<file path="src/bpp_pkg.sv">
`timescale 1ns / 1ps
`default_nettype none
// ----------------------------------------------------------------------------
// bpp_pkg: shared types, constants and fixed-point helpers
// Q-format word types, transaction structs, register indexes and the
// rounding / saturating arithmetic used by the setup unit and the datapath.
// ----------------------------------------------------------------------------
package bpp_pkg;

	localparam int WORD_W        = 32;
	localparam int FRAC_BITS_DEF = 16;
	localparam int QDEPTH        = 4;
	localparam int CFG_IDX_W     = 4;
	localparam int DT_W          = WORD_W - 1;

	// register indexes
	localparam logic [CFG_IDX_W-1:0] REG_E_X    = 4'd0;
	localparam logic [CFG_IDX_W-1:0] REG_E_Y    = 4'd1;
	localparam logic [CFG_IDX_W-1:0] REG_E_Z    = 4'd2;
	localparam logic [CFG_IDX_W-1:0] REG_B_X    = 4'd3;
	localparam logic [CFG_IDX_W-1:0] REG_B_Y    = 4'd4;
	localparam logic [CFG_IDX_W-1:0] REG_B_Z    = 4'd5;
	localparam logic [CFG_IDX_W-1:0] REG_DT     = 4'd6;
	localparam logic [CFG_IDX_W-1:0] REG_CHARGE = 4'd7;

	localparam logic [DT_W-1:0] DT_RESET = 31'd655;

	typedef logic signed [WORD_W-1:0]   word_t;
	typedef logic signed [2*WORD_W-1:0] prod_t;
	typedef logic signed [2*WORD_W+1:0] wide_t;

	localparam word_t WORD_MAX = {1'b0, {(WORD_W-1){1'b1}}};
	localparam word_t WORD_MIN = {1'b1, {(WORD_W-1){1'b0}}};
	localparam wide_t WIDE_MAX = {{(WORD_W+3){1'b0}}, {(WORD_W-1){1'b1}}};
	localparam wide_t WIDE_MIN = {{(WORD_W+3){1'b1}}, {(WORD_W-1){1'b0}}};
	localparam wide_t WIDE_ONE = {{(2*WORD_W+1){1'b0}}, 1'b1};

	typedef struct packed {
		word_t vel_x_in;
		word_t vel_y_in;
		word_t vel_z_in;
		word_t pos_x_in;
		word_t pos_y_in;
		word_t pos_z_in;
	} particle_t;

	typedef struct packed {
		word_t vel_x_out;
		word_t vel_y_out;
		word_t vel_z_out;
		word_t pos_x_out;
		word_t pos_y_out;
		word_t pos_z_out;
	} result_t;

	// queue entry: half-kicked velocity and untouched position
	typedef struct packed {
		word_t [2:0] vm;
		word_t [2:0] pos;
	} qitem_t;

	// per-configuration coefficients
	typedef struct packed {
		word_t [2:0] kick;
		word_t [2:0] t;
		word_t [2:0] s;
		word_t       dt;
	} coef_t;

	function automatic word_t sat_wide(wide_t x);
		if (x > WIDE_MAX)
			return WORD_MAX;
		else if (x < WIDE_MIN)
			return WORD_MIN;
		else
			return x[WORD_W-1:0];
	endfunction

	// round to nearest, ties away from zero, then saturate
	function automatic word_t rnd_sat(prod_t p, int sh);
		wide_t x;
		wide_t half;
		x = {{2{p[2*WORD_W-1]}}, p};
		half = WIDE_ONE << (sh - 1);
		if (p[2*WORD_W-1])
			x = x + half - WIDE_ONE;
		else
			x = x + half;
		x = x >>> sh;
		return sat_wide(x);
	endfunction

	function automatic word_t sadd(word_t a, word_t b);
		logic signed [WORD_W:0] s;
		s = {a[WORD_W-1], a} + {b[WORD_W-1], b};
		if (s[WORD_W] != s[WORD_W-1])
			return s[WORD_W] ? WORD_MIN : WORD_MAX;
		return s[WORD_W-1:0];
	endfunction

	function automatic word_t ssub(word_t a, word_t b);
		logic signed [WORD_W:0] s;
		s = {a[WORD_W-1], a} - {b[WORD_W-1], b};
		if (s[WORD_W] != s[WORD_W-1])
			return s[WORD_W] ? WORD_MIN : WORD_MAX;
		return s[WORD_W-1:0];
	endfunction

	// +1.0 in the chosen format, clamped
	function automatic word_t one_sat(int f);
		if (f >= WORD_W - 1)
			return WORD_MAX;
		return word_t'(WIDE_ONE << f);
	endfunction

	// -1.0 in the chosen format, clamped
	function automatic word_t neg_one_sat(int f);
		if (f >= WORD_W - 1)
			return WORD_MIN;
		return -word_t'(WIDE_ONE << f);
	endfunction

endpackage
`default_nettype wire

</file>
<file path="src/bpp_setup.sv">
`timescale 1ns / 1ps
`default_nettype none
// ----------------------------------------------------------------------------
// bpp_setup: configuration registers and coefficient sequencer
// Holds the field, charge and time-step registers and, after reset or any
// write, derives kick, t and s with one shared multiplier and a divider.
// ----------------------------------------------------------------------------
module bpp_setup #(
	parameter int FRAC_BITS = bpp_pkg::FRAC_BITS_DEF
) (
	input  wire logic                           clk,
	input  wire logic                           arst_n,
	input  wire logic                           cfg_wr,
	input  wire logic [bpp_pkg::CFG_IDX_W-1:0]  cfg_index,
	input  wire logic [bpp_pkg::WORD_W-1:0]     cfg_data,
	output bpp_pkg::coef_t                      coef,
	output logic                                busy
);
	localparam int W   = bpp_pkg::WORD_W;
	localparam int QW  = 2*FRAC_BITS + 2;   // quotient bits
	localparam int CW  = $clog2(QW);

	localparam logic [1:0] ST_IDLE = 2'd0;
	localparam logic [1:0] ST_MUL  = 2'd1;
	localparam logic [1:0] ST_DIV  = 2'd2;
	localparam logic [1:0] ST_RND  = 2'd3;

	// step ranges of the multiply program
	localparam logic [4:0] S_QE   = 5'd0;
	localparam logic [4:0] S_QB   = 5'd3;
	localparam logic [4:0] S_KICK = 5'd6;
	localparam logic [4:0] S_T    = 5'd9;
	localparam logic [4:0] S_TT   = 5'd12;
	localparam logic [4:0] S_S    = 5'd15;
	localparam logic [4:0] S_TT_LAST = 5'd14;
	localparam logic [4:0] S_LAST    = 5'd17;

	bpp_pkg::word_t        e_q [3];
	bpp_pkg::word_t        b_q [3];
	logic [bpp_pkg::DT_W-1:0] dt_q;
	bpp_pkg::word_t        chg_q;

	logic [1:0]            st_q;
	logic [4:0]            step_q;
	logic                  ph_q;
	bpp_pkg::prod_t        prod_q;
	bpp_pkg::word_t        qe_q [3];
	bpp_pkg::word_t        qb_q [3];
	bpp_pkg::word_t        kick_q [3];
	bpp_pkg::word_t        t_q [3];
	bpp_pkg::word_t        s_q [3];
	bpp_pkg::word_t        tt_q;
	bpp_pkg::word_t        den_q;
	bpp_pkg::word_t        sf_q;
	logic [W:0]            rem_q;
	logic [QW:0]           quo_q;
	logic [CW-1:0]         cnt_q;

	bpp_pkg::word_t        dtw;
	bpp_pkg::word_t        op_a, op_b, rnd, tt_nx, den_nx;
	logic [1:0]            idx;
	int                    sh;
	logic [W:0]            r2;
	logic [QW:0]           qr;
	logic                  qsat;

	assign dtw  = {1'b0, dt_q};
	assign busy = (st_q != ST_IDLE);

	// config registers
	always_ff @(posedge clk or negedge arst_n) begin
		if (!arst_n) begin
			for (int i = 0; i < 3; i++) begin
				e_q[i] <= '0;
			end
			b_q[0] <= '0;
			b_q[1] <= '0;
			b_q[2] <= bpp_pkg::neg_one_sat(FRAC_BITS);
			dt_q   <= bpp_pkg::DT_RESET;
			chg_q  <= bpp_pkg::neg_one_sat(FRAC_BITS);
		end else if (cfg_wr) begin
			unique case (cfg_index)
				bpp_pkg::REG_E_X:    e_q[0] <= cfg_data;
				bpp_pkg::REG_E_Y:    e_q[1] <= cfg_data;
				bpp_pkg::REG_E_Z:    e_q[2] <= cfg_data;
				bpp_pkg::REG_B_X:    b_q[0] <= cfg_data;
				bpp_pkg::REG_B_Y:    b_q[1] <= cfg_data;
				bpp_pkg::REG_B_Z:    b_q[2] <= cfg_data;
				bpp_pkg::REG_DT:     dt_q   <= cfg_data[bpp_pkg::DT_W-1:0];
				bpp_pkg::REG_CHARGE: chg_q  <= cfg_data;
				default: ;
			endcase
		end
	end

	// operand select for the shared multiplier
	always_comb begin
		op_a = chg_q;
		op_b = e_q[0];
		sh   = FRAC_BITS;
		idx  = 2'(step_q - S_QE);
		priority if (step_q < S_QB) begin
			idx = 2'(step_q - S_QE);
			op_b = e_q[idx];
		end else if (step_q < S_KICK) begin
			idx = 2'(step_q - S_QB);
			op_b = b_q[idx];
		end else if (step_q < S_T) begin
			idx = 2'(step_q - S_KICK);
			op_a = qe_q[idx]; op_b = dtw; sh = FRAC_BITS + 1;
		end else if (step_q < S_TT) begin
			idx = 2'(step_q - S_T);
			op_a = qb_q[idx]; op_b = dtw; sh = FRAC_BITS + 1;
		end else if (step_q < S_S) begin
			idx = 2'(step_q - S_TT);
			op_a = t_q[idx]; op_b = t_q[idx];
		end else begin
			idx = 2'(step_q - S_S);
			op_a = sf_q; op_b = t_q[idx];
		end
		rnd    = bpp_pkg::rnd_sat(prod_q, sh);
		tt_nx  = (step_q == S_TT) ? rnd : bpp_pkg::sadd(tt_q, rnd);
		den_nx = bpp_pkg::sadd(bpp_pkg::one_sat(FRAC_BITS), tt_nx);
		// restoring division step: numerator is 2^(2F+1)
		r2 = {rem_q[W-1:0], (cnt_q == CW'(2*FRAC_BITS + 1))};
		qr = quo_q + (QW+1)'(1);
		if ({rem_q[W-1:0], 1'b0} < {1'b0, den_q})
			qr = quo_q;
		qsat = 1'b0;
		for (int b = W - 1; b <= QW; b++) begin
			qsat = qsat | qr[b];
		end
	end

	// sequencer
	always_ff @(posedge clk or negedge arst_n) begin
		if (!arst_n) begin
			st_q   <= ST_MUL;
			step_q <= S_QE;
			ph_q   <= 1'b0;
		end else if (cfg_wr) begin
			st_q   <= ST_MUL;
			step_q <= S_QE;
			ph_q   <= 1'b0;
		end else begin
			unique case (st_q)
				ST_MUL: begin
					ph_q <= ~ph_q;
					if (ph_q) begin
						step_q <= step_q + 5'd1;
						if (step_q == S_TT_LAST)
							st_q <= ST_DIV;
						else if (step_q == S_LAST)
							st_q <= ST_IDLE;
					end
				end
				ST_DIV: begin
					if (cnt_q == '0)
						st_q <= ST_RND;
				end
				ST_RND: st_q <= ST_MUL;
				ST_IDLE: ;
				default: st_q <= ST_IDLE;
			endcase
		end
	end

	// datapath
	always_ff @(posedge clk) begin
		if (st_q == ST_MUL && !ph_q)
			prod_q <= op_a * op_b;
		if (st_q == ST_MUL && ph_q) begin
			priority if (step_q < S_QB) begin
				qe_q[idx] <= rnd;
			end else if (step_q < S_KICK) begin
				qb_q[idx] <= rnd;
			end else if (step_q < S_T) begin
				kick_q[idx] <= rnd;
			end else if (step_q < S_TT) begin
				t_q[idx] <= rnd;
			end else if (step_q < S_S) begin
				tt_q <= tt_nx;
				if (step_q == S_TT_LAST) begin
					den_q <= (den_nx < bpp_pkg::word_t'(1)) ? bpp_pkg::word_t'(1) : den_nx;
					rem_q <= '0;
					quo_q <= '0;
					cnt_q <= CW'(QW - 1);
				end
			end else begin
				s_q[idx] <= rnd;
			end
		end
		if (st_q == ST_DIV) begin
			if (r2 >= {1'b0, den_q}) begin
				rem_q <= r2 - {1'b0, den_q};
				quo_q <= {quo_q[QW-1:0], 1'b1};
			end else begin
				rem_q <= r2;
				quo_q <= {quo_q[QW-1:0], 1'b0};
			end
			cnt_q <= cnt_q - CW'(1);
		end
		if (st_q == ST_RND)
			sf_q <= qsat ? bpp_pkg::WORD_MAX : W'(qr);
	end

	always_comb begin
		for (int i = 0; i < 3; i++) begin
			coef.kick[i] = kick_q[i];
			coef.t[i]    = t_q[i];
			coef.s[i]    = s_q[i];
		end
		coef.dt = dtw;
	end

endmodule
`default_nettype wire

</file>
<file path="config.mk">
export PLATFORM = sky130hd
export DESIGN_NAME = bpp_setup
export DESIGN_NICKNAME = d
export VERILOG_FILES = /design/src/bpp_pkg.sv /design/src/bpp_setup.sv
export SDC_FILE = /design/constraint.sdc
export NUM_CORES = 2
export LEC_CHECK = 0
export BUFFER_PORTS_ARGS = -buffer_cell sky130_fd_sc_hd__buf_2
export CAP_MARGIN = 20
export CELL_PAD_IN_SITES_DETAIL_PLACEMENT = 2
export CELL_PAD_IN_SITES_GLOBAL_PLACEMENT = 2
export CORE_ASPECT_RATIO = 1.75
export CORE_MARGIN = 4
export CORE_UTILIZATION = 44
export DETAILED_ROUTE_END_ITERATION = 12
export HOLD_SLACK_MARGIN = 0.08
export PLACE_DENSITY_LB_ADDON = 0.1
export SETUP_SLACK_MARGIN = 0.1
export SLEW_MARGIN = 20
export SYNTH_ARGS = -nofsm -noshare
export SYNTH_HDL_FRONTEND = slang
export SYNTH_SLANG_ARGS = --single-unit
</file>
<file path="constraint.sdc">
create_clock -name clk -period 37.4 [get_ports clk]
set_clock_uncertainty 0.15 [all_clocks]
set_input_delay 0 -clock clk [delete_from_list [all_inputs] [get_ports clk]]
set_output_delay 0 -clock clk [all_outputs]
set_load 0.005 [all_outputs]
</file>
== Word level (Yosys, flattened, before mapping) ==
Memories as Yosys holds them, arrays and structs flattened.
Cells that the tools add are included.
Cells by class
  $add $sub $neg: 14
  multiply operators: 1
  order comparisons: 12
  eq/ne operators: 23
  shifts and indexed selects: 2
  muxes and demuxes: 100
  bitwise gates (word level): 10
  reduce and logical (&&, ||, !) cells: 25
Operators by type and width (number)
  32-bit 2-to-1 mux: 32
  35-bit 2-to-1 mux: 9
  32-bit binary-select mux with 2-bit select: 2
  64-bit by 66-bit adder with 66-bit output: 1
  66-bit by 32-bit > comparator with 1-bit output (second input constant): 1
  66-bit by 32-bit less-than comparator with 1-bit output (second input constant): 1
  66-bit 2-to-1 mux: 1
  1-bit by 32-bit left shift with 66-bit output (first input constant): 1
  66-bit by 32-bit >>> shifter with 66-bit output: 1
  66-bit by 2-bit subtractor with 66-bit output (second input constant): 1
  32-bit by 32-bit multiplier with 64-bit output: 1
  6-bit 2-to-1 mux: 8
  35-bit by 1-bit adder with 35-bit output (second input constant): 1
  1-bit 2-to-1 mux: 34
  18-bit by 32-bit adder with 33-bit output (first input constant): 1
  32-bit by 32-bit adder with 33-bit output: 1
  33-bit by 32-bit >= comparator with 1-bit output: 1
  33-bit by 32-bit less-than comparator with 1-bit output: 1
  32-bit by 2-bit less-than comparator with 1-bit output (second input constant): 1
  32-bit by 2-bit subtractor with 32-bit output (second input constant): 1
  32-bit subtractor: 1
  2-bit 2-to-1 mux: 10
  2-bit AND reduction: 9
  4-bit by 3-bit equality test with 1-bit output (second input constant): 4
  other kinds (33): 63
Word-level totals
  register bits: 496
  RAM bits: 480
  input bits: 39
  output and inout port bits: 321
  logic and storage cells: 210
  memories: 5
Memory list
  kick_q: depth 3, width 32, rd ports 3, clocked after Yosys merged registers in 0, write ports 1, RTL line bpp_setup.sv:49  | bpp_pkg::word_t kick_q [3];
  qb_q: depth 3, width 32, rd ports 1, clocked after Yosys merged registers in 0, write ports 1, RTL line bpp_setup.sv:48  | bpp_pkg::word_t qb_q [3];
  qe_q: depth 3, width 32, rd ports 1, clocked after Yosys merged registers in 0, write ports 1, RTL line bpp_setup.sv:47  | bpp_pkg::word_t qe_q [3];
  s_q: depth 3, width 32, rd ports 3, clocked after Yosys merged registers in 0, write ports 1, RTL line bpp_setup.sv:51  | bpp_pkg::word_t s_q [3];
  t_q: depth 3, width 32, rd ports 5, clocked after Yosys merged registers in 0, write ports 1, RTL line bpp_setup.sv:50  | bpp_pkg::word_t t_q [3];

== Longest topological paths before layout ==
  depth in word-level cells: 24
  gate-level depth with buffers: 56
  gate-level depth less buffers: 43

== Worst setup path after synthesis ==
Ideal clock, no wire load.
  kind: register to register
  start point: register step_q[0]
  end point: register prod_q[62], data pin
  setup time: 0.258 ns
  arrival time: 12.711 ns
  data required time: 36.992 ns
  setup slack: 24.281 ns
  cell stages (with the launch flop): 41
  buffers on the path: 11
  period minus slack after synthesis: 13.119 ns
  path through: dfrtp_1 buf_1 clkbuf_1 buf_1 inv_2 clkbuf_1 clkbuf_1 ha_1 clkbuf_1 clkbuf_1 buf_1 buf_1 clkbuf_1 o21ai_0 a21oi_1 o21ai_0 a21oi_1 clkbuf_1 [... 5 more ...] fa_1 inv_1 fa_1 fa_1 fa_1 fa_1 fa_1 ha_1 a21o_1 a21o_1 a21oi_1 o211ai_1 a41o_1 a21o_1 o2111ai_1 nand2b_1 a221o_1 xor2_1
On the way
  word-level cells in the longest chain between the ends: 8
  elaborated cells on any way between the ends: 32
  those cells by class: 5 x add/sub; 1 x mul; 5 x order compare; 16 x mux; 2 x bitwise; 3 x memory
RTL lines
  start: declaration: RTL line bpp_setup.sv:44  | logic [4:0] step_q;
  start signal: assignment: RTL line bpp_setup.sv:150  | step_q <= step_q + 5'd1;
  2-bit by 1-bit subtractor with 2-bit output / 2-bit subtractor (equally long branches): RTL line bpp_setup.sv:115, bpp_setup.sv:106, bpp_setup.sv:118
  memory 3 x 32 bit / 2-bit NOT with 3-bit output (equally long branches)
  32-bit 2-to-1 mux / 32-bit binary-select mux with 2-bit select (equally long branches): RTL line bpp_setup.sv:114, bpp_setup.sv:107
  32-bit 2-to-1 mux, on equally long branches: RTL line bpp_setup.sv:111, bpp_setup.sv:107
  32-bit 2-to-1 mux, on equally long branches: RTL line bpp_setup.sv:108, bpp_setup.sv:107
  32-bit 2-to-1 mux: RTL line bpp_setup.sv:105  | end else if (step_q < S_KICK) begin
  32-bit 2-to-1 mux: RTL line bpp_setup.sv:102  | priority if (step_q < S_QB) begin
  32-bit by 32-bit multiplier with 64-bit output *: RTL line bpp_setup.sv:171  | prod_q <= op_a * op_b;
  end signal: assignment: RTL line bpp_setup.sv:171
  end: declaration: RTL line bpp_setup.sv:46  | bpp_pkg::prod_t prod_q;
Every way passes the cells marked *; elsewhere a longest branch is shown, timed or not. The select of a mux whose other input is x is not followed.
A chain may end at the register's enable or synchronous reset.

== Worst setup path in the final report ==
  start point: register step_q[4]
  end point: register den_q[0], data pin
On the way
  word-level cells in the longest chain between the ends: 24
  elaborated cells on any way between the ends: 33
  those cells by class: 5 x add/sub; 7 x order compare; 3 x eq/ne; 2 x shift; 16 x mux
RTL lines
  5-bit by 4-bit less-than comparator with 1-bit output: RTL line bpp_setup.sv:111  | end else if (step_q < S_TT) begin
  1-bit 2-to-1 mux: RTL line bpp_setup.sv:111
  1-bit 2-to-1 mux: RTL line bpp_setup.sv:108  | end else if (step_q < S_T) begin
  1-bit 2-to-1 mux: RTL line bpp_setup.sv:105
  1-bit 2-to-1 mux *: RTL line bpp_setup.sv:102
  32-bit by 2-bit subtractor with 32-bit output: RTL line bpp_pkg.sv:84  | half = WIDE_ONE << (sh - 1);
  1-bit by 32-bit left shift with 66-bit output: RTL line bpp_pkg.sv:84
  64-bit by 66-bit adder with 66-bit output: RTL line bpp_pkg.sv:86, bpp_pkg.sv:88
  [... 6 more ...]
  via rnd[2]: RTL line bpp_setup.sv:60  | bpp_pkg::word_t op_a, op_b, rnd, tt_nx, den_nx;
  [... 3 more ...]
  32-bit 2-to-1 mux *: RTL line bpp_pkg.sv:98  | return s[WORD_W-1:0];
  32-bit 2-to-1 mux *: RTL line bpp_setup.sv:122  | tt_nx = (step_q == S_TT) ? rnd : bpp_pkg::sadd(tt_q, rnd);
  via tt_nx[16]: RTL line bpp_setup.sv:60
  18-bit by 32-bit adder with 33-bit output *: RTL line bpp_pkg.sv:95  | s = {a[WORD_W-1], a} + {b[WORD_W-1], b};
  32-bit 2-to-1 mux / 1-bit != test (equally long branches): RTL line bpp_pkg.sv:97, bpp_pkg.sv:96
  32-bit 2-to-1 mux / 1-bit 2-to-1 mux (equally long branches): RTL line bpp_pkg.sv:96  | if (s[WORD_W] != s[WORD_W-1])
  32-bit 2-to-1 mux *: RTL line bpp_pkg.sv:98
  32-bit by 2-bit less-than comparator with 1-bit output: RTL line bpp_setup.sv:184  | den_q <= (den_nx < bpp_pkg::word_t'(1)) ? bpp_pkg::word_t'(1) : den_nx;
  end signal: assignment: RTL line bpp_setup.sv:184
  end: declaration: RTL line bpp_setup.sv:53  | bpp_pkg::word_t den_q;
Mark *: on every way through the listed nets, which the timed path passes. The rest lies on a longest branch. The select of a mux whose other input is x is not followed.

==> flow_summary.yaml <==
routing:
  vias: 64614
  postRouteAntennaNets: 0
  drt_iter0_markers: 4710
  detail_routed_net_length_per_standard_cell_um: 34.3
  detail_route.vias_per_cell: 6.06
  drt_wl_total_mm: 365
  remaining_drc_errors: 0
  drt_pre_antenna_iters: 6
synth:
  ys_seq_area_frac: 0.344
  dominantRegCellSynth: "sky130_fd_sc_hd__edfxtp_1"
  synth_area_leader_cell: "sky130_fd_sc_hd__edfxtp_1"
  postSynthCellCount: 7806
  number_of_enable_type_register_cells_in_the_synthesized_netlist: 745
  post_synth_instance_area_mm2: 0.0843
  largest_cells_by_area_after_synthesis: "sky130_fd_sc_hd__edfxtp_1 27%, sky130_fd_sc_hd__fa_1 26%, sky130_fd_sc_hd__dfrtp_1 6.7%"
  fraction_of_registers_with_async_set_reset: 0.261
  yosys_warnings: 0
  synth_area_per_cell_um2: 10.8
  yosys-top-cells-count: "1177 x sky130_fd_sc_hd__inv_1, 1085 x sky130_fd_sc_hd__fa_1, 1047 x sky130_fd_sc_hd__nand2_1"
  synthMostInstantiatedCell: "sky130_fd_sc_hd__inv_1"
  netlist-cell-type-count: 109
  synth.ff_latch_count: 1008
  synth_top_area_frac: 0.265
cts:
  h_tree_depth_reported_by_cts: 3
  holdBufCountCts: 54
  post_cts_buffers: 0
  path_clk_slew_ps: 70
  cts_resized: 0
  insertion_delay_ps: 740
  cts_made_buffers: 92
  clockRootBuffer: "sky130_fd_sc_hd__clkbuf_16"
  tritoncts_num_sinks: 1008
  clk_buf_depth: 3
  tritoncts_clock_tree: "yes"
place:
  dp_hpwl_mm: 269
  port_buffers: 358
  placedCellCount: 10417
  gp_routability_congestion: 0.915
timing:
  clock.fmax_mhz: 59.3
  setup_total_negative_slack_ps: 0
  slew_violations: 0
  setup-violations-final: 0
  worst-slew-pin-transition_ps: 1290
  period_minus_slack_ps: 16870
  grt_setup_unrepaired: "false"
  layout_worst_path_cycle_share: 0.451
  relSlewSlack: 0.137
  hold_violations: 0
floorplan:
  floorplan.die.height_um: 587
  placement_rows: 212
  initial_core_util: 0.442
  num_io_pins: 360
  design.die.area_mm2: 0.199
  design.core.area_mm2: 0.190
  die_x_um: 339
critical_path:
  timing.rr.start: "step_q[4]"
  largest_fanout_of_any_net_on_the_critical_path: 35
  worst_ep_arrival_time_ps: 17190
  worstSetupStartpointType: "register"
  reg2regPathDepth: 45
  critPathMaxStageDelay_ps: 840
  critical-path-slowest-cell: "sky130_fd_sc_hd__ha_1"
  setup.worst_path.end_class: "register"
  reg2reg_slack_ps: 20530
  crit_type: "reg2reg"
  critical_path.reg2reg.endpoint: "den_q[0]"
  timing.critical_path.required_ps: 37710
hold_path:
  hold_path.startpoint: "cfg_data[7]"
  hold_path_class: "in2reg"
  min_delay_path_depth: 3
  worstHoldEndpoint: "dt_q[7]"
outcome:
  run_status: "finished, final reports clean"
global_routing:
  grt_pass1_wl_mm: 530
  grt_antenna_before_repair: 33
  first_global_vias: 75668
  grt_usage: 0.366
  global_route_overflow: 0
  grt_max_degree: 79
final_layout:
  finish.net_count: 9489
  drive_gt1_frac: 0.153
  final-instance-count-excl-fill: 10660
  areaGrowthSynthToFinish_pct: 10.9
job:
  cap_viol_max_count: 0
## cells by family after synthesis
group	count (synthesis)	synth area share
DFF	1008	0.344
AOI/OAI and AO/OA	934	0.0715
xor gates and xnor gates	247	0.0257
and+or+nand+nor	2246	0.125
muxes	440	0.0658
other	1	0.0000445
adders and majority gates	1345	0.296
buffers and inverters	1585	0.0716
## critical path: cells and delay by family, from the launching register on
kind	cells	cell delay [ps]
AO/OA/AOI/OAI	20	6030
XOR/XNOR	1	160
adder cells (fa/ha/maj)	5	2670
buffers and inverters	6	1950
flip-flops	1	710
AND/OR/NAND/NOR	13	4830
## sequential cells by signal, indices dropped and copies added, names as in the netlist, 35 cells and up
signal	count
qe_q	96
s_q	96
e_q	96
b_q	96
t_q	128
prod_q	64
qb_q	96
kick_q	96
quo_q	35
## cell usage in the layout (no fill, tap or decap), drive strengths merged, types with 164 or more instances in the layout
master,netlist,final
nand2,1047,1047
buf,74,551
inv,1180,1192
fa,1085,1085
mux2,274,274
ha,260,260
o21ai,164,164
edfxtp,745,745
a21oi,317,317
nor2,417,417
dfrtp,224,224
## worst max-delay path by stage
stage | startpoint | end | slack (ps) | depth (start not counted)
after floorplan | step_q[0] | prod_q[62] | 24280 | 40
after CTS | step_q[4] | den_q[0] | 20700 | 45
final | step_q[4] | den_q[0] | 20530 | 45
after global routing | step_q[4] | den_q[0] | 19510 | 45
after detailed placement | step_q[4] | den_q[0] | 20770 | 45
after global placement | step_q[4] | den_q[0] | 21160 | 45
## metrics by stage
stage                      util  setup WS (ps)  cell area (um^2)  hold WS, ps
after floorplan               -          24280             84300         -446
after global placement    0.471          21160             89700        -58.7
after detailed placement  0.471          20770             89700        -48.7
after global routing      0.491          19510             93500          143
after CTS                 0.491          20700             93400         85.7
final                     0.491          20530             93500          149
## final cells by class
type                    instances  area (um^2)
fillers                     19396        97000
multi-input cells            5215        49900
flip-flops and latches       1008        29000
inverters                    1184         4450
repair buffers                604         3820
well taps                    2461         3080
clock buffers                 110         2450
clock inverters                61          723
diodes                         17         42.5
## per-layer routing
metal	global-route usage	vias up	share of wire
met2	0.670	2633	0.52
met4	0.264	10	0.090
met5	0	-	0.00017
met1	0.377	34702	0.33
met3	0.0590	1109	0.056
li1	-	26160	-
Power is not shown: default switching activity piles up to over one toggle a cycle in this logic, so the estimate is an artifact.
