### src/bpp_pkg.sv
`timescale 1ns / 1ps
`default_nettype none
// ----------------------------------------------------------------------------
// bpp_pkg: shared types, constants and fixed-point helpers
// Q-format word types, transaction structs, register indexes and the
// rounding / saturating arithmetic used by the setup unit and the datapath.
// ----------------------------------------------------------------------------
package bpp_pkg;

	localparam int WORD_W        = 32;
	localparam int FRAC_BITS_DEF = 16;
	localparam int QDEPTH        = 4;
	localparam int CFG_IDX_W     = 4;
	localparam int DT_W          = WORD_W - 1;

	// register indexes
	localparam logic [CFG_IDX_W-1:0] REG_E_X    = 4'd0;
	localparam logic [CFG_IDX_W-1:0] REG_E_Y    = 4'd1;
	localparam logic [CFG_IDX_W-1:0] REG_E_Z    = 4'd2;
	localparam logic [CFG_IDX_W-1:0] REG_B_X    = 4'd3;
	localparam logic [CFG_IDX_W-1:0] REG_B_Y    = 4'd4;
	localparam logic [CFG_IDX_W-1:0] REG_B_Z    = 4'd5;
	localparam logic [CFG_IDX_W-1:0] REG_DT     = 4'd6;
	localparam logic [CFG_IDX_W-1:0] REG_CHARGE = 4'd7;

	localparam logic [DT_W-1:0] DT_RESET = 31'd655;

	typedef logic signed [WORD_W-1:0]   word_t;
	typedef logic signed [2*WORD_W-1:0] prod_t;
	typedef logic signed [2*WORD_W+1:0] wide_t;

	localparam word_t WORD_MAX = {1'b0, {(WORD_W-1){1'b1}}};
	localparam word_t WORD_MIN = {1'b1, {(WORD_W-1){1'b0}}};
	localparam wide_t WIDE_MAX = {{(WORD_W+3){1'b0}}, {(WORD_W-1){1'b1}}};
	localparam wide_t WIDE_MIN = {{(WORD_W+3){1'b1}}, {(WORD_W-1){1'b0}}};
	localparam wide_t WIDE_ONE = {{(2*WORD_W+1){1'b0}}, 1'b1};

	typedef struct packed {
		word_t vel_x_in;
		word_t vel_y_in;
		word_t vel_z_in;
		word_t pos_x_in;
		word_t pos_y_in;
		word_t pos_z_in;
	} particle_t;

	typedef struct packed {
		word_t vel_x_out;
		word_t vel_y_out;
		word_t vel_z_out;
		word_t pos_x_out;
		word_t pos_y_out;
		word_t pos_z_out;
	} result_t;

	// queue entry: half-kicked velocity and untouched position
	typedef struct packed {
		word_t [2:0] vm;
		word_t [2:0] pos;
	} qitem_t;

	// per-configuration coefficients
	typedef struct packed {
		word_t [2:0] kick;
		word_t [2:0] t;
		word_t [2:0] s;
		word_t       dt;
	} coef_t;

	function automatic word_t sat_wide(wide_t x);
		if (x > WIDE_MAX)
			return WORD_MAX;
		else if (x < WIDE_MIN)
			return WORD_MIN;
		else
			return x[WORD_W-1:0];
	endfunction

	// round to nearest, ties away from zero, then saturate
	function automatic word_t rnd_sat(prod_t p, int sh);
		wide_t x;
		wide_t half;
		x = {{2{p[2*WORD_W-1]}}, p};
		half = WIDE_ONE << (sh - 1);
		if (p[2*WORD_W-1])
			x = x + half - WIDE_ONE;
		else
			x = x + half;
		x = x >>> sh;
		return sat_wide(x);
	endfunction

	function automatic word_t sadd(word_t a, word_t b);
		logic signed [WORD_W:0] s;
		s = {a[WORD_W-1], a} + {b[WORD_W-1], b};
		if (s[WORD_W] != s[WORD_W-1])
			return s[WORD_W] ? WORD_MIN : WORD_MAX;
		return s[WORD_W-1:0];
	endfunction

	function automatic word_t ssub(word_t a, word_t b);
		logic signed [WORD_W:0] s;
		s = {a[WORD_W-1], a} - {b[WORD_W-1], b};
		if (s[WORD_W] != s[WORD_W-1])
			return s[WORD_W] ? WORD_MIN : WORD_MAX;
		return s[WORD_W-1:0];
	endfunction

	// +1.0 in the chosen format, clamped
	function automatic word_t one_sat(int f);
		if (f >= WORD_W - 1)
			return WORD_MAX;
		return word_t'(WIDE_ONE << f);
	endfunction

	// -1.0 in the chosen format, clamped
	function automatic word_t neg_one_sat(int f);
		if (f >= WORD_W - 1)
			return WORD_MIN;
		return -word_t'(WIDE_ONE << f);
	endfunction

endpackage
`default_nettype wire

### src/bpp_queue.sv
`timescale 1ns / 1ps
`default_nettype none
// ----------------------------------------------------------------------------
// bpp_queue: small FIFO between front and back
// Register-based queue; simultaneous push and pop allowed.
// ----------------------------------------------------------------------------
module bpp_queue (
	input  wire logic       clk,
	input  wire logic       arst_n,
	input  wire logic       push,
	input  bpp_pkg::qitem_t wdata,
	output logic            full,
	input  wire logic       pop,
	output logic            empty,
	output bpp_pkg::qitem_t rdata
);
	localparam int AW = $clog2(bpp_pkg::QDEPTH);

	bpp_pkg::qitem_t mem [bpp_pkg::QDEPTH];
	logic [AW-1:0]   wp_q, rp_q;
	logic [AW:0]     cnt_q;

	assign full  = (cnt_q == (AW+1)'(bpp_pkg::QDEPTH));
	assign empty = (cnt_q == '0);
	assign rdata = mem[rp_q];

	always_ff @(posedge clk or negedge arst_n) begin
		if (!arst_n) begin
			wp_q  <= '0;
			rp_q  <= '0;
			cnt_q <= '0;
		end else begin
			if (push)
				wp_q <= wp_q + AW'(1);
			if (pop)
				rp_q <= rp_q + AW'(1);
			cnt_q <= cnt_q + (AW+1)'(push) - (AW+1)'(pop);
		end
	end

	always_ff @(posedge clk) begin
		if (push)
			mem[wp_q] <= wdata;
	end

endmodule
`default_nettype wire

### config.mk
export PLATFORM = sky130hd
export DESIGN_NAME = bpp_queue
export DESIGN_NICKNAME = d
export VERILOG_FILES = /design/src/bpp_pkg.sv /design/src/bpp_queue.sv
export SDC_FILE = /design/constraint.sdc
export NUM_CORES = 1
export LEC_CHECK = 0
export ABC_AREA = 0
export BUFFER_PORTS_ARGS = -buffer_cell sky130_fd_sc_hd__clkbuf_2
export CAP_MARGIN = 40
export CORE_MARGIN = 2
export CORE_UTILIZATION = 35
export CTS_CLUSTER_DIAMETER = 50
export DETAILED_ROUTE_END_ITERATION = 10
export SYNTH_ARGS = -nofsm -noshare
export SYNTH_HDL_FRONTEND = slang
export SYNTH_SLANG_ARGS = --single-unit
### constraint.sdc
create_clock -name clk -period 7.3 [get_ports clk]
set_input_delay 1.095 -clock clk [delete_from_list [all_inputs] [get_ports clk]]
set_output_delay 1.095 -clock clk [all_outputs]
set_load 0.02 [all_outputs]
# Word-level counts from Yosys, hierarchy flattened
# Memory sizes are Yosys's and may differ from the RTL's.
# Cells that the tools add are included.
[totals]
reg_bits = 7
latch_bits = 0
ramBits = 768
romBits = 0
inputBits = 196
out_inout_bits = 194
n_memories = 1
[memory_table]
columns = ["memory", "words", "word_bits", "read_ports", "rd_ports_with_merged_regs", "wr", "line_no", "source"]
rows = [
  ["mem", 4, 192, 1, 0, 1, "bpp_queue.sv:19", "bpp_pkg::qitem_t mem [bpp_pkg::QDEPTH];"],
]
[op_classes]
addsub = 4
multipliers = 0
div = 0
order_cmp = 0
n_eq_ne = 1
shifts = 0
mux = 2
bitwise_logic = 0
n_reduce_logical = 1
[op_table]
columns = ["op", "n"]
rows = [
  ["$add 2x1->2 const B", 2],
  ["$add 3x1->3", 1],
  ["$eq 3x3->1 const B", 1],
  ["$logic_not 3->1", 1],
  ["$sub 3x1->3", 1],
  ["$mux 1", 2],
]

# Longest topological paths before layout
# Gate-level depths: netlist of the first run.
[depth]
word_depth = 2
ltp_mapped = 7
ltp_nobuf = 7

# Worst setup path after synthesis of the first run
# No wires, ideal clock.
[synth_path]
path_kind = "input port to flip-flop"
startpoint = "in push"
endpoint = "mem mem[0][0] (netlist bit), enable pin"
setup_time_ps = 575
arrival_ps = 5454
slack_ps = 1271
cell_stages = 1
path_buffers = 0
cell_sequence = "and2_1"
[synth_via]
elab_chain_len = 2
[synth_lines]
columns = ["element", "line_no", "source"]
rows = [
  ["from (decl)", "bpp_queue.sv:10", "input wire logic push,"],
  ["$mux 1", "bpp_queue.sv:42", "if (push)"],
  ["$mux 1 (implied by the code)", "bpp_queue.sv:43", "mem[wp_q] <= wdata;"],
  ["to (decl)", "bpp_queue.sv:19", ""],
]
# No other way between the ends.

==> results.py, run 1 <==
metrics = {
    "sta": {
        "setup_violations": 0,
        "finalMaxSlewViolations": 0,
        "tightest_slew_ns": 1.015,
        "hold_violations": 0,
        "min_period_ns": 4.145,
        "skew_ns": 0.02392,
        "fin_ws_ns": 3.155,
        "rsz0062_at_grt": "false",
        "relSlewSlack": 0.3235,
        "min_period_over_period": 0.5678,
        "setup_tns_ns": 0,
        "fmax_mhz": 241.3,
    },
    "routing": {
        "drtIter0Drc": 705,
        "avgRoutedWirePerCell_um": 21.24,
        "vias": 12452,
        "viasPerCell": 4.780,
        "finalWirelength_um": 55340,
        "dr.pass1.iters": 5,
        "drc": 0,
        "postRouteAntennaNets": 0,
    },
    "pwr": {
        "p_seq_frac": 0.412,
        "ir_drop_mv": 0.3752,
        "netSwitchingPower_uw": 4621,
        "pwr-share-comb": 0.298,
        "clockPowerShare": 0.290,
        "p_leak_uw": 0.01159,
        "swShare": 0.3150,
        "p_per_area_nw_per_um2": 429.6,
        "p_int_uw": 10050,
    },
    "yosys": {
        "syn_area_um2": 28110,
        "yosys.area.top_type": "edfxtp_1",
        "synth-seq-cells": 775,
        "avgSynthCellArea_um2": 27.10,
        "synth_warnings": 0,
        "yosys.area.top_type_share": 0.8205,
        "async_flop_share": 0.009032,
        "synth_cell_types": 19,
        "syn_inst": 1037,
        "synth_edf_count": 768,
        "yosys-top-cells-area": "edfxtp_1 (82%), mux4_2 (15%), buf_6 (0.72%)",
        "syn_nets": 1240,
        "yosysSeqAreaShare": 0.8267,
        "synthFlopType": "edfxtp_1",
    },
    "die": {
        "core_um2": 79260,
        "dieArea_um2": 82590,
        "io_pins": 390,
        "rows": 103,
        "start_util": 0.3546,
        "die_w_um": 287.4,
        "die_h_um": 287.4,
    },
    "cells_and_area": {
        "final_cell_area_um2": 34150,
        "fillers": 6796,
        "final_cells": 2605,
        "final_nets": 1691,
        "antennaDiodeCount": 0,
        "area.growth.synth_to_final_pct": 21.48,
        "drive_gt1_frac": 0.4682,
        "register_area_um2": 23240,
        "multi_input_area_um2": 4522,
    },
    "placement": {
        "placedCellCount": 2448,
        "dpl.hpwl_um": 33320,
        "dpl_cell_area_um2": 31300,
        "gp_congestion": 0.7100,
        "port_buffers": 389,
        "dpl_worst_slack_ns": 3.803,
    },
    "global_route": {
        "overflow": 0,
        "grt_first_pass_wirelength_um": 82850,
        "antenna_found_initial": 10,
        "grt_pass1_vias": 13402,
        "grt_max_degree": 98,
        "track_usage": 0.1330,
    },
    "clocking": {
        "postCtsResizedCells": 0,
        "clkSlewWorstSetupHoldPaths_ns": 0.05,
        "cts_tree": "done",
        "clock_latency_ns": 0.62,
        "numCtsBuffers": 88,
        "htree_levels": 3,
        "post_cts_buffers": 0,
        "cts.sinks": 775,
        "postCtsHoldBufs": 0,
        "cts_root_buf": "clkbuf_16",
        "cts.path.max_buffers": 3,
    },
    "critical_path": {
        "required_ns": 6.20,
        "crit_fanout": 53,
        "cp.arrival_ns": 3.05,
        "crit_slowest_cell": "dfrtp_4",
        "path_cells": "buf_4 -> mux4_2 -> clkbuf_2",
        "startpoint_type": "flop",
        "worstSetupEndpointType": "primary output",
        "slowest_delay_ns": 0.90,
        "critical_path_class": "flop to primary output",
    },
    "outcome": {
        "outcome": "complete, no violations",
    },
    "run": {
        "maxCapViolCount": 0,
    },
    "worst_hold_path": {
        "hold_path_class": "input pin to asynchronous set/reset pin",
    },
}
==> cells in the mapped netlist, types with 2 or more instances <==
cell type,n
ha_1,6
nand2_1,2
xnor2_1,3
buf_6,18
clkbuf_1,3
mux4_2,192
xor2_1,2
and2_1,4
edfxtp_1,768
dfrtp_1,7
inv_1,6
buf_2,19
==> cells in the final DEF (no fill, tap or decap), types with 6 or more instances in the layout <==
master     Yosys  routed
edfxtp_1     768     768
clkbuf_1       3      18
bufinv_16      0       8
inv_1          6       6
ha_1           6       6
clkbuf_16      0      88
buf_12         0       8
clkinv_2       0      12
mux4_2       192     192
clkbuf_2       0     389
clkinv_1       0      13
==> routing by layer <==
metal,share of wire,global-route usage,vias up
met5,0.0022,0,-
met1,0.40,0.1684,6485
met4,0.023,0.04544,20
met3,0.085,0.04587,121
met2,0.49,0.2136,386
li1,-,-,5440
==> per-stage QoR <==
step,utilization,hold slack (ns),total power [µW]
finish,0.4308,0.3091,14670
global route,0.4308,0.2789,15340
CTS,0.4308,0.2577,14950
detailed placement,0.3949,0.5293,10640
global placement,0.3940,0.5111,10560
floorplan,-,0.4914,9313
==> layout make-up <==
class                           instances  area share
Timing Repair Buffer                  404     0.06442
Clock inverter                         51     0.01678
Tap cell                             1050     0.03848
Multi-Input combinational cell        213      0.1324
Inverter                                6   0.0006596
Clock buffer                          106     0.06647
Sequential cell                       775      0.6808
==> power by group through the flow <==
stage               clock [µW]  sequential [µW]  combinational [µW]
global route              4530             6110                4700
global placement             0             6100                4460
detailed placement           0             6140                4500
finish                    4250             6040                4380
CTS                       4380             6050                4520
floorplan                    0             6180                3130
==> path summary, 6_finish.rpt <==
kind                         start           to  slack (ns)  depth (start not counted)
max                        rp_q[1]    rdata[77]        3.16                          3
min                         arst_n     cnt_q[1]        0.31                          1
max reg2reg                wp_q[1]  mem[0][110]        4.77                          4
min reg2reg                wp_q[0]      wp_q[0]        0.54                          1
max in group asynchronous   arst_n      rp_q[1]        6.80                          1
min in group clk           wp_q[0]      wp_q[0]        0.54                          1
==> flip-flops by register name (all words and copies together) (netlist names) <==
signal,cells
mem,768
cnt_q,3
rp_q,2
wp_q,2
==> cells by family after synthesis <==
| family | Yosys count | synth area share |
|---|---|---|
| AOI/OAI and AO/OA | 1 | 0.0001779 |
| xor gates and xnor gates | 5 | 0.001558 |
| adders and majority gates | 7 | 0.003383 |
| buffers and inverters | 49 | 0.01273 |
| DFF | 775 | 0.8267 |
| muxes | 192 | 0.1538 |
| and+or+nand+nor | 8 | 0.001558 |
==> worst max-delay path: cells and delay by family, from the launching register on <==
family	cells	cell delay (ns)
buffers and inverters	2	0.95
DFF	1	0.90
muxes	1	0.45
(Power assumes the default switching activity.)
==> inputs of run 2 (changes only) <==
--- a/config.mk
+++ b/config.mk
@@ -5,7 +5,7 @@
 export SDC_FILE = /design/constraint.sdc
 export NUM_CORES = 1
 export LEC_CHECK = 0
-export ABC_AREA = 0
+export ABC_AREA = 1
 export BUFFER_PORTS_ARGS = -buffer_cell sky130_fd_sc_hd__clkbuf_2
 export CAP_MARGIN = 40
 export CORE_MARGIN = 2
==> constraint.sdc (replaced) <==
create_clock -name clk -period 3.5 [get_ports clk]
set_input_delay 0.525 -clock clk [delete_from_list [all_inputs] [get_ports clk]]
set_output_delay 0.525 -clock clk [all_outputs]
set_load 0.02 [all_outputs]
==> results.py, run 2 <==
metrics = {
    "die": {
        "die_w_um": 309.7,
        "io_pins": 390,
        "rows": 112,
        "dieArea_um2": 95930,
        "start_util": 0.3521,
        "die_h_um": 309.7,
        "core_um2": 92910,
    },
    "global_route": {
        "overflow": 0,
        "grt_pass1_vias": 20064,
        "antenna_found_initial": 14,
        "grt_first_pass_wirelength_um": 111400,
        "track_usage": 0.1515,
        "grt_max_degree": 128,
    },
    "yosys": {
        "yosys.area.top_type_share": 0.7049,
        "async_flop_share": 0.009032,
        "yosys.area.top_type": "edfxtp_1",
        "synth_commonest_cells": "nand2_1 (971), inv_1 (781), edfxtp_1 (768)",
        "yosys-top-cells-area": "edfxtp_1 (70%), nand2_1 (11%), inv_1 (9.0%)",
        "yosysSeqAreaShare": 0.7103,
        "synth_cell_types": 16,
        "synthFlopType": "edfxtp_1",
        "syn_inst": 3054,
        "syn_nets": 3257,
        "synth_warnings": 0,
        "yosysMostFrequentCell": "nand2_1",
        "synth-seq-cells": 775,
        "avgSynthCellArea_um2": 10.71,
        "syn_area_um2": 32720,
        "synth_edf_count": 768,
    },
    "worst_hold_path": {
        "min-delay-start": "wdata[121]",
        "hold_path_class": "input pin to flop",
    },
    "routing": {
        "postRouteAntennaNets": 0,
        "drc": 0,
        "viasPerCell": 4.352,
        "avgRoutedWirePerCell_um": 15.42,
        "drtIter0Drc": 1244,
        "finalWirelength_um": 73810,
        "vias": 20833,
        "dr.pass1.iters": 5,
    },
    "pwr": {
        "p_per_area_nw_per_um2": 882.4,
        "fin_total_pwr_uw": 34530,
        "p_leak_uw": 0.01808,
        "ir_drop_mv": 0.7593,
    },
    "critical_path": {
        "regToRegStartpoint": "wp_q[1]",
        "startpoint_type": "flop",
        "crit_fanout": 127,
        "critical_path_class": "flop to primary output",
        "worstSetupEndpointType": "primary output",
        "required_ns": 2.97,
        "startpoint": "rp_q[0]",
        "cp.arrival_ns": 2.64,
    },
    "placement": {
        "port_buffers": 389,
        "dpl.hpwl_um": 44320,
        "dpl_cell_area_um2": 36230,
        "dpl_worst_slack_ns": 1.028,
        "gp_congestion": 0.7513,
    },
    "clocking": {
        "numCtsBuffers": 91,
        "cts_root_buf": "clkbuf_16",
        "cts_tree": "done",
        "clkSlewWorstSetupHoldPaths_ns": 0.06,
        "cts.path.max_buffers": 3,
        "clock_latency_ns": 0.66,
        "postCtsResizedCells": 0,
        "cts.sinks": 775,
        "htree_levels": 3,
    },
    "cells_and_area": {
        "final_nets": 3669,
        "fillers": 8720,
        "top_register": "mem",
        "drive_gt1_frac": 0.1671,
        "area.growth.synth_to_final_pct": 19.60,
        "final_cell_mix": "nand2_1 (967), inv_1 (776), edfxtp_1 (768)",
        "final_cell_area_um2": 39130,
        "final_common_cell": "nand2_1",
        "largest_reg_flops": 768,
        "top_regs": "mem: 768 flops, cnt_q: 3 flops",
    },
    "sta": {
        "finalMaxSlewViolations": 0,
        "min_period_ns": 3.167,
        "fmax_mhz": 315.8,
        "tightest_slew_ns": 0.7164,
        "relSlewSlack": 0.5214,
        "hold_violations": 0,
        "min_period_over_period": 0.9049,
        "skew_ns": 0.01840,
        "setup_violations": 0,
        "holdWs_ns": 0.07523,
        "fin_ws_ns": 0.3330,
        "rsz0062_at_grt": "false",
    },
    "run": {
        "maxCapViolCount": 0,
    },
    "outcome": {
        "outcome": "complete, no violations",
    },
}
==> run 2: worst paths after layout <==
check | cells after the start | endpoint | slack (ns)
hold reg to reg | 1 | wp_q[0] | 0.53
setup / recovery | 6 | rdata[92] | 0.33
setup reg to reg | 5 | mem[1][41] | 1.32
hold / removal | 1 | mem[2][121] | 0.08
max in group asynchronous | 2 | rp_q[0] | 3.04
min in group asynchronous | 2 | cnt_q[0] | 0.24
==> run 2: area by class of cell <==
type,count,area [µm²],area share
clock buffer,111,2374,0.06066
inverter,782,2968,0.07585
sequential,775,23240,0.5941
antenna,2,5.005,0.0001279
multi-input combinational,1369,5741,0.1467
timing repair buffer,447,2718,0.06945
tap,1254,1569,0.04010
clock inverter,47,510.5,0.01305
==> run 2: power by group <==
| part | switching [µW] | leakage, µW | internal, µW |
|---|---|---|---|
| clock | 3740 | 0.00140 | 5310 |
| sequential | 350 | 0.00713 | 12100 |
| combinational | 9350 | 0.00955 | 3660 |
| total | 13400 | 0.0181 | 21100 |
==> run 2: cells by family (layout without fill, tap and decap cells) <==
kind of cell	after synthesis	in the layout	synth area share
XOR/XNOR	3	3	0.0008033
flip-flops	775	775	0.7103
buffers and inverters	910	1387	0.1152
AO/OA/AOI/OAI	1	1	0.0001528
other	0	2	0
AND/OR/NAND/NOR	1358	1358	0.1706
adder cells (fa/ha/maj)	7	7	0.002907
==> run 2: layer usage <==
metal	wire, µm	up-vias	track usage
met5	157	-	0
met2	34800	487	0.2492
met1	31010	9845	0.1879
met3	6124	130	0.04953
li1	-	10347	-
met4	1723	24	0.05067
==> run 2: worst max-delay path, cell delays in order, from the launching register on <==
cell and delay [ns]:
dfrtp_4 0.47, buf_12 0.35, buf_12 0.44, nand2_1 0.14, nand3_1 0.12, nand2_1 0.07
clkbuf_2 0.15
==> run 2: repair_timing <==
item / 4_1_cts / 5_1_grt
endpoints found under the setup margin: 0 / 0
hold buffers: 1 / 0
buffers inserted: 0 / 0
endpoints found under the hold margin: 7 / 0
==> run 2: stage by stage <==
step,std cells,util,setup TNS (ns)
finish,4787,0.4212,0
global route,4786,0.4211,0
CTS,4785,0.4211,0
detailed placement,4626,0.3899,0
global placement,4625,0.3897,0
floorplan,3054,-,-363.10
==> inputs of run 3 (changes only) <==
--- a/config.mk
+++ b/config.mk
@@ -12,6 +12,7 @@
 export CORE_UTILIZATION = 35
 export CTS_CLUSTER_DIAMETER = 50
 export DETAILED_ROUTE_END_ITERATION = 10
+export MAX_ROUTING_LAYER = met4
 export SYNTH_ARGS = -nofsm -noshare
 export SYNTH_HDL_FRONTEND = slang
 export SYNTH_SLANG_ARGS = --single-unit
==> results.py, run 3 (synthesis gave the netlist of run 2 again) <==
metrics = {
    "outcome": {
        "outcome": "complete, no violations",
    },
    "die": {
        "die_w_um": 309.7,
        "die_h_um": 309.7,
        "core_um2": 92910,
        "rows": 112,
        "start_util": 0.3521,
        "dieArea_um2": 95930,
        "io_pins": 390,
    },
    "global_route": {
        "overflow": 0,
        "antenna_found_initial": 14,
        "grt_first_pass_wirelength_um": 111300,
        "grt_max_degree": 128,
        "gr-usage-met2": 0.2502,
        "track_usage": 0.1561,
        "grt_use_met3": 0.04898,
        "grt_pass1_vias": 20094,
        "grt.busiest_layer": "met2",
        "use_met1": 0.1872,
    },
    "cells_and_area": {
        "final_common_cell": "nand2_1",
        "fillers": 8717,
        "final_cell_mix": "nand2_1 (967), inv_1 (776), edfxtp_1 (768)",
        "top_register": "mem",
        "top_regs": "mem: 768 flops, cnt_q: 3 flops",
        "final_cell_area_um2": 39160,
        "area.growth.synth_to_final_pct": 19.70,
        "final_nets": 3669,
        "drive_gt1_frac": 0.1671,
        "postLayoutCoreUtil": 0.4215,
        "largest_reg_flops": 768,
    },
    "sta": {
        "relSlewSlack": 0.5299,
        "min_period_over_period": 0.8984,
        "holdWs_ns": 0.07928,
        "fin_ws_ns": 0.3556,
        "fmax_mhz": 318.0,
        "setup_violations": 0,
        "finalMaxSlewViolations": 0,
        "skew_ns": 0.01580,
        "min_period_ns": 3.144,
        "rsz0062_at_grt": "false",
        "tightest_slew_ns": 0.7036,
        "hold_violations": 0,
    },
    "worst_hold_path": {
        "hold_path_class": "input pin to flop",
        "min-delay-start": "wdata[135]",
        "hold_end": "mem[0][135]",
        "hold_path_depth": 1,
    },
    "clocking": {
        "cts_tree": "done",
        "clkSlewWorstSetupHoldPaths_ns": 0.06,
        "numCtsBuffers": 91,
        "post_cts_buffers": 0,
        "htree_levels": 3,
        "cts_root_buf": "clkbuf_16",
        "cts.path.max_buffers": 3,
        "clock_latency_ns": 0.65,
        "cts.sinks": 775,
    },
    "pwr": {
        "pwr-share-comb": 0.377,
        "p_leak_uw": 0.01808,
        "clockPowerShare": 0.262,
        "p_int_uw": 21090,
        "swShare": 0.3892,
        "netSwitchingPower_uw": 13440,
        "p_per_area_nw_per_um2": 881.6,
        "p_seq_frac": 0.361,
        "ir_drop_mv": 0.7634,
    },
    "critical_path": {
        "regToRegStartpoint": "wp_q[1]",
        "slowest_delay_ns": 0.47,
        "worstRegToRegCells": 5,
        "critPathBufInv": 3,
        "crit_slowest_cell": "dfrtp_4",
        "r2r_setup_slack_ns": 1.34,
        "startpoint_type": "flop",
        "r2r_end": "mem[1][41]",
        "critPathTopFamily": "buffers and inverters",
        "crit_fanout": 127,
        "critical_path_class": "flop to primary output",
        "worstSetupEndpointType": "primary output",
        "path_cells": "buf_12 -> buf_12 -> nand2_1 -> nand3_1 -> nand2_1 -> clkbuf_2",
        "cp.arrival_ns": 2.62,
        "required_ns": 2.97,
    },
    "routing": {
        "postRouteAntennaNets": 0,
        "avgRoutedWirePerCell_um": 15.35,
        "finalWirelength_um": 73680,
        "drc": 0,
        "drtIter0Drc": 1296,
        "viasPerCell": 4.332,
        "vias": 20793,
        "dr.pass1.iters": 4,
    },
    "placement": {
        "dpl.hpwl_um": 44320,
        "dpl_worst_slack_ns": 1.028,
        "dpl_cell_area_um2": 36230,
        "port_buffers": 389,
        "gp_congestion": 0.7621,
    },
    "run": {
        "maxCapViolCount": 0,
    },
}
## run 3: worst max path at each step
stage,start,depth (start not counted),end,slack [ns]
2_1_floorplan,push,3,mem[0][0],-0.48
3_3_place_gp,rp_q[0],6,rdata[8],1.05
3_5_place_dp,rp_q[0],6,rdata[8],1.03
4_1_cts,rp_q[0],6,rdata[8],0.28
5_1_grt,rp_q[0],6,rdata[2],0.17
6_report,rp_q[0],6,rdata[92],0.36
## run 3: worst register-to-register path, stage by stage, from the launching register on
cell	delay, ns
dfrtp_1	0.37
inv_1	0.09
ha_1	0.22
nand2_4	0.08
clkinvlp_4	0.56
buf_4	0.53
## run 3: final cells by class
| type | instances | area, µm² | share of cell area |
|---|---|---|---|
| Clock buffer | 111 | 2374 | 0.06061 |
| Antenna cell | 15 | 37.54 | 0.0009585 |
| Inverter | 782 | 2968 | 0.07579 |
| Sequential cell | 775 | 23240 | 0.5936 |
| Multi-Input combinational cell | 1369 | 5741 | 0.1466 |
| Tap cell | 1254 | 1569 | 0.04007 |
| Timing Repair Buffer | 447 | 2718 | 0.06940 |
| Clock inverter | 47 | 510.5 | 0.01304 |
## run 3: routing by layer
metal / share of wire / routed length (µm)
met5: 0 / 0
met4: 0.022 / 1631
met3: 0.082 / 6058
met2: 0.47 / 34940
met1: 0.42 / 31050
## run 3: power by group through the flow
stage	clock [µW]	combinational (µW)	sequential, µW
2_1_floorplan	0	8630	12800
3_3_place_gp	0	13100	12600
3_5_place_dp	0	13300	12700
4_1_cts	9280	13300	12500
5_1_grt	9660	14400	12600
6_report	9040	13000	12500
## run 3: through the flow
step           setup TNS, ns  power (µW)  instances
2_1_floorplan        -363.10       21420       3054
3_3_place_gp               0       25720       4625
3_5_place_dp               0       25920       4626
4_1_cts                    0       35050       4785
5_1_grt                    0       36710       4798
6_report                   0       34530       4800
## run 3: timing repair
action                                 in CTS  in global routing
endpoints found under the hold margin       7                  0
gates resized for setup                     0                  0
hold buffers                                1                  0
